$ cat src/rtl/core/tcw_pkg.sv
// Shared types and constants for the text console writer.
package tcw_pkg;

    // Field widths of the item ports
    localparam int OPCODE_W = 2;
    localparam int CHAR_W   = 8;
    localparam int INDEX_W  = 11;
    localparam int COL_W    = 7;
    localparam int ROW_W    = 5;
    localparam int CELL_W   = 16;

    // Operation codes
    localparam logic [OPCODE_W-1:0] OP_PUT   = 2'd0;
    localparam logic [OPCODE_W-1:0] OP_CLEAR = 2'd1;
    localparam logic [OPCODE_W-1:0] OP_READ  = 2'd2;

    // Character codes and cell constants
    localparam logic [CHAR_W-1:0] CHAR_LF    = 8'd10;
    localparam logic [CHAR_W-1:0] CHAR_CR    = 8'd13;
    localparam logic [CHAR_W-1:0] SPACE_CODE = 8'h20;
    localparam logic [CELL_W-1:0] CHAR_MASK  = 16'h00FF;
    localparam logic [CELL_W-1:0] ATTR_RESET = 16'h1200;

    // Commands from the sequencer to the sweep counter
    typedef struct packed {
        logic load;
        logic step;
    } sweep_ctl_t;

    // Cell value: attribute ORed with the masked character
    function automatic logic [CELL_W-1:0] make_cell(input logic [CELL_W-1:0] attr,
                                                    input logic [CHAR_W-1:0] ch);
        make_cell = attr | ({{(CELL_W-CHAR_W){1'b0}}, ch} & CHAR_MASK);
    endfunction

endpackage

$ cat src/rtl/core/tcw_sweep.sv
// Shared address sweep counter used by the clear, scroll and reset passes.
module tcw_sweep #(
    parameter int DEPTH = 2000,
    parameter int AW    = 11
) (
    input  logic                clk,
    input  logic                rst_n,
    input  tcw_pkg::sweep_ctl_t ctl,
    input  logic [AW-1:0]       start_addr,
    input  logic [AW-1:0]       end_addr,
    output logic [AW-1:0]       cnt,
    output logic                last
);

    logic [AW-1:0] cnt_reg;
    logic [AW-1:0] cnt_next;
    logic [AW-1:0] end_reg;
    logic [AW-1:0] end_next;

    // Load a new range or advance one address
    always_comb
    begin
        cnt_next = cnt_reg;
        end_next = end_reg;
        if (ctl.load)
        begin
            cnt_next = start_addr;
            end_next = end_addr;
        end
        else if (ctl.step)
        begin
            cnt_next = cnt_reg + AW'(1);
        end
    end

    // Out of reset the counter covers the whole store
    always_ff @(posedge clk or negedge rst_n)
    begin
        if (!rst_n)
        begin
            cnt_reg <= '0;
            end_reg <= AW'(DEPTH - 1);
        end
        else
        begin
            cnt_reg <= cnt_next;
            end_reg <= end_next;
        end
    end

    assign cnt  = cnt_reg;
    assign last = (cnt_reg == end_reg);

endmodule

$ cat config.mk
export PLATFORM = sky130hd
export DESIGN_NAME = tcw_sweep
export DESIGN_NICKNAME = d
export VERILOG_FILES = /design/src/rtl/core/tcw_pkg.sv /design/src/rtl/core/tcw_sweep.sv
export SDC_FILE = /design/constraint.sdc
export NUM_CORES = 1
export LEC_CHECK = 0
export BUFFER_PORTS_ARGS = -buffer_cell sky130_fd_sc_hd__buf_2
export CORE_MARGIN = 2
export CORE_UTILIZATION = 44
export DETAILED_ROUTE_END_ITERATION = 6
export GPL_ROUTABILITY_DRIVEN = 0
export PLACE_DENSITY = 0.74
export SYNTH_ARGS = -nofsm -noshare
export SYNTH_HDL_FRONTEND = slang
export SYNTH_SLANG_ARGS = --single-unit
$ cat constraint.sdc
create_clock -name clk -period 1.4 [get_ports clk]
set_input_delay 0.14 -clock clk [delete_from_list [all_inputs] [get_ports clk]]
set_output_delay 0.14 -clock clk [all_outputs]
set_load 0.02 [all_outputs]
# --- Word level (Yosys, flattened, before mapping) ---
# Index checks and enable logic that the tools add are counted.
# W data, S select, Z words.
op_classes:
  add_sub_neg: 1
  eq_ne: 1
  muxes: 2
  n_reduce_logical: 1
op_table:
  columns: ["operator", "n"]
  rows:
  - ["$mux W11", 2]
  - ["$add A11 B1 Y11 const B", 1]
  - ["$eq A11 B11 Y1", 1]
  - ["$reduce_bool A2 Y1", 1]
word_totals:
  regBits: 22

# --- Logic depth before layout (Yosys ltp) ---
depth:
  ltp_word: 3
  ltp_mapped: 4

# --- Least setup slack after synthesis ---
# No wires, ideal clock.
synth_path:
  kind: "register to register"
  startpoint: "register cnt_reg[0], in the netlist cnt[0]"
  endpoint: "register cnt_reg[10], in the netlist cnt[10]"
  setup_time_ns: 0.082
  arrival_ns: 1.510
  required_ns: 1.318
  slack_ns: -0.192
  path_stages_with_launch: 5
  n_path_buf: 0
  synth_period_minus_slack_ns: 1.592
  cell_sequence: "dfrtp_1 -> ha_1 -> nand3_2 -> or4_1 -> a31oi_1"
synth_via:
  elab_chain_len: 3
synth_rtl:
  columns: ["element", "line_no", "source"]
  rows:
  - ["start, declared", "tcw_sweep.sv:15", "logic [AW-1:0] cnt_reg;"]
  - ["start signal, assigned", "tcw_sweep.sv:46", "cnt_reg <= cnt_next;"]
  - ["$add A11 B1 Y11", "tcw_sweep.sv:32", "cnt_next = cnt_reg + AW'(1);"]
  - ["$mux W11", "tcw_sweep.sv:30", "else if (ctl.step)"]
  - ["$mux W11", "tcw_sweep.sv:25", "if (ctl.load)"]
# No other way between the ends. The select of a mux whose other input is x is not followed.
# A chain may end at the register's enable or synchronous reset.

# --- Final worst setup path ---
layout_path:
  startpoint: "register end_reg[6]"
  endpoint: "output port last"
layout_via:
  elab_chain_len: 1
layout_rtl:
  columns: ["element", "line_no", "source"]
  rows:
  - ["start, declared", "tcw_sweep.sv:17", "logic [AW-1:0] end_reg;"]
  - ["start signal, assigned", "tcw_sweep.sv:42", "end_reg <= AW'(DEPTH - 1);"]
  - ["start signal, assigned", "tcw_sweep.sv:47", "end_reg <= end_next;"]
  - ["$eq A11 B11 Y1", "tcw_sweep.sv:52", "assign last = (cnt_reg == end_reg);"]
  - ["end, declared", "tcw_sweep.sv:12", "output logic last"]
# No other way between the ends.

==> flow_metrics.env <==
export IMPL_outcome="complete, but fails checks"
export IMPL_failed_checks="setup timing"
export IMPL_slew_viol_final=0
export IMPL_tightest_slew_ns=0.483
export IMPL_use_met3=0.0349
export IMPL_core_area_sq_um=2500
export IMPL_port_buffers=37
export IMPL_drive_above_1_share=0.584
export IMPL_hold_viol=0
export IMPL_final_nets=189
export IMPL_ir_worst_vdd_uv=687
export IMPL_fin_worst_skew_ns=0.00277
export IMPL_die_area_sq_um=3100
export IMPL_clk_pin_slew_ns=0.12
export IMPL_fin_cells=191
export IMPL_critPathKind="flip-flop to output pin"
export IMPL_hp_class="input pin to flip-flop"
export IMPL_grt_use_met1=0.227
export IMPL_grt_total_usage=0.178
export IMPL_met2_usage=0.296
export IMPL_power_mw=1.62
export IMPL_drt_iter0_markers=19
export IMPL_setup_ws_ns=-0.201
export IMPL_synthArstFlopShare=1.00
export IMPL_floorplan_rows=18
export IMPL_regToRegStartpoint="cnt[6]"
export IMPL_grt_pass1_wl_mm=4.37
export IMPL_crit_fanout=2
export IMPL_drv_cap=0
export IMPL_synth_seq_cells=22
export IMPL_cts_tree="built"
export IMPL_slowest_delay_ns=0.56
export IMPL_mappedNetlistArea_sq_um=1170
export IMPL_synth_nets=134
export IMPL_leakage_nw=0.691
export IMPL_clkSinkCount=22
export IMPL_start_util=0.470
export IMPL_viasPerCell=5.49
export IMPL_dp_cells=174
export IMPL_required_ns=1.26
export IMPL_numCtsBuffers=3
export IMPL_critPathLaunchType="flip-flop"
export IMPL_synth_cell_types=29
export IMPL_die_h_microns=55.7
export IMPL_drtAntennaViolNets=0
export IMPL_drc_errors=0
export IMPL_yosysTopAreaCell="dfrtp_1"
export IMPL_p_per_area_nw_per_um2=1000
export IMPL_synthTopCellsByCount="13 x dfrtp_1, 12 x xnor2_1, 11 x mux2_2"
export IMPL_grt_pass1_vias=965
export IMPL_clockBufferDepth=2
export IMPL_yosys_warnings=0
export IMPL_worst_skew_pair_late_latency_ns=0.31
export IMPL_die_w_microns=55.7
export IMPL_cp_arrival_ns=1.46
export IMPL_synth_flop_cell="dfrtp_1"
export IMPL_gr_total_overflow=0
export IMPL_crit_slowest_cell="dfstp_2"
export IMPL_whs_ns=0.0288
export IMPL_end_kind="output pin"
export IMPL_post_dp_hpwl_mm=1.92
export IMPL_h_tree_depth=1
export IMPL_syn_inst=107
export IMPL_synth_area_leaders="dfrtp_1 28%, dfstp_2 20%, mux2_2 11%"
export IMPL_area_growth_syn_to_layout_pct=37.8
export IMPL_yosysMostFrequentCell="dfrtp_1"
export IMPL_final_util=0.648
export IMPL_synth_top_cell_area_share=0.277
export IMPL_rsz0062_at_grt="yes"
export IMPL_nFillCells=207
export IMPL_tns_ns=-0.241
export IMPL_grt_max_degree=27
export IMPL_crit_buf_inv=1
export IMPL_antenna_cells=0
export IMPL_cp_top_family="flip-flops"
export IMPL_path_cells="xnor2_1 > nand4_1 > nor3_2 > buf_4"
export IMPL_relSlewSlack=0.678
export IMPL_hold_start="start_addr[5]"
export IMPL_vias=1049
export IMPL_drt_wl_total_mm=2.77
export IMPL_synth_edf_count=0
export IMPL_ys_seq_area_frac=0.478
export IMPL_busiest_layer="met2"
export IMPL_cts_root_buf="clkbuf_4"
export IMPL_setup_viol=3
export IMPL_grt_antenna_before_repair=0
export IMPL_finalCritPeriodShare=1.14
export IMPL_avgSynthCellArea_sq_um=11.0
export IMPL_max_freq_ghz=0.624
export IMPL_first_pass_iters=4
export IMPL_io_pins=38
export IMPL_period_minus_slack_ns=1.60
export IMPL_wire_per_inst_microns=14.5
export IMPL_crit_start="end_reg[6]"
==> through the flow <==
step | worst slack [ns] | area [sq um]
3_3_place_gp | 0.0483 | 1440
4_1_cts | -0.190 | 1510
5_1_grt | -0.304 | 1620
6_report | -0.201 | 1620
2_1_floorplan | -0.0425 | 1200
3_5_place_dp | 0.0125 | 1440
==> per-layer routing <==
| metal | up-vias | wire length [microns] |
|---|---|---|
| met3 | 8 | 169 |
| met1 | 500 | 1200 |
| met2 | 41 | 1350 |
| met4 | 0 | 52 |
| met5 | - | 0 |
| li1 | 500 | - |
==> cell type report <==
type                    count  area [sq um]  area share
clock buffers               4          36.3      0.0224
repair buffers             56           348       0.215
multi-input cells          77           618       0.382
well taps                  30          37.5      0.0232
flip-flops and latches     22           572       0.353
inverters                   2          7.51     0.00464
==> report_power, final <==
group          switching (mW)  internal, mW  total [mW]
clock                   0.196         0.159       0.355
combinational           0.208         0.241       0.449
sequential             0.0887         0.727       0.815
==> worst paths after layout <==
check                         endpoint  slack, ns  depth (start not counted)
setup / recovery                  last      -0.20                          4
hold / removal                  cnt[5]       0.03                          3
setup reg to reg                cnt[8]      -0.04                          4
hold reg to reg             end_reg[4]       0.56                          1
max in group asynchronous  end_reg[10]       0.75                          2
min in group asynchronous   end_reg[4]       0.30                          2
==> cell usage in the layout (no fill, tap or decap) <==
| master | count |
|---|---|
| buf_2 | 36 |
| buf_4 | 15 |
| mux2_2 | 11 |
| xnor2_1 | 10 |
| nand2_1 | 10 |
| dfstp_2 | 9 |
| dfrtp_2 | 8 |
| o21ai_0 | 6 |
| nand3_1 | 5 |
| dfrtp_1 | 5 |
| nand4_1 | 4 |
| nor2_1 | 4 |
| or4_1 | 4 |
| buf_6 | 4 |
| xor2_1 | 3 |
| clkbuf_4 | 3 |
| xnor2_2 | 2 |
| inv_1 | 2 |
| o31ai_1 | 2 |
| a31oi_1 | 2 |
| o211ai_1 | 2 |
| nor3_2 | 1 |
| nor2b_1 | 1 |
| a22oi_1 | 1 |
| nand4_4 | 1 |
| nand3_4 | 1 |
| or4b_1 | 1 |
| nand3_2 | 1 |
| nor3_1 | 1 |
| o311a_1 | 1 |
| a221o_1 | 1 |
| mux2i_1 | 1 |
| ha_4 | 1 |
| clkbuf_8 | 1 |
| dlygate4sd3_1 | 1 |
==> cell families after synthesis <==
kind of cell,Yosys count,synth area share
adders and majority gates,1,0.0106
and+or+nand+nor,34,0.169
AOI/OAI and AO/OA,15,0.0852
buffers and inverters,8,0.0309
xor gates and xnor gates,15,0.112
muxes,12,0.114
DFF,22,0.478
==> what timing repair did <==
item | CTS | global route
pin swaps | 4 | 4
hold endpoints to repair | 13 | 0
setup endpoints to repair | 4 | 5
resized for setup | 4 | 7
setup buffers | 2 | 10
hold buffers | 1 | 0
==> tightest hold or removal path, stage by stage <==
cell and delay, ns:
buf_2 0.08, nand2_1 0.04, nand3_1 0.05
Power figures use the tool's default switching activity.
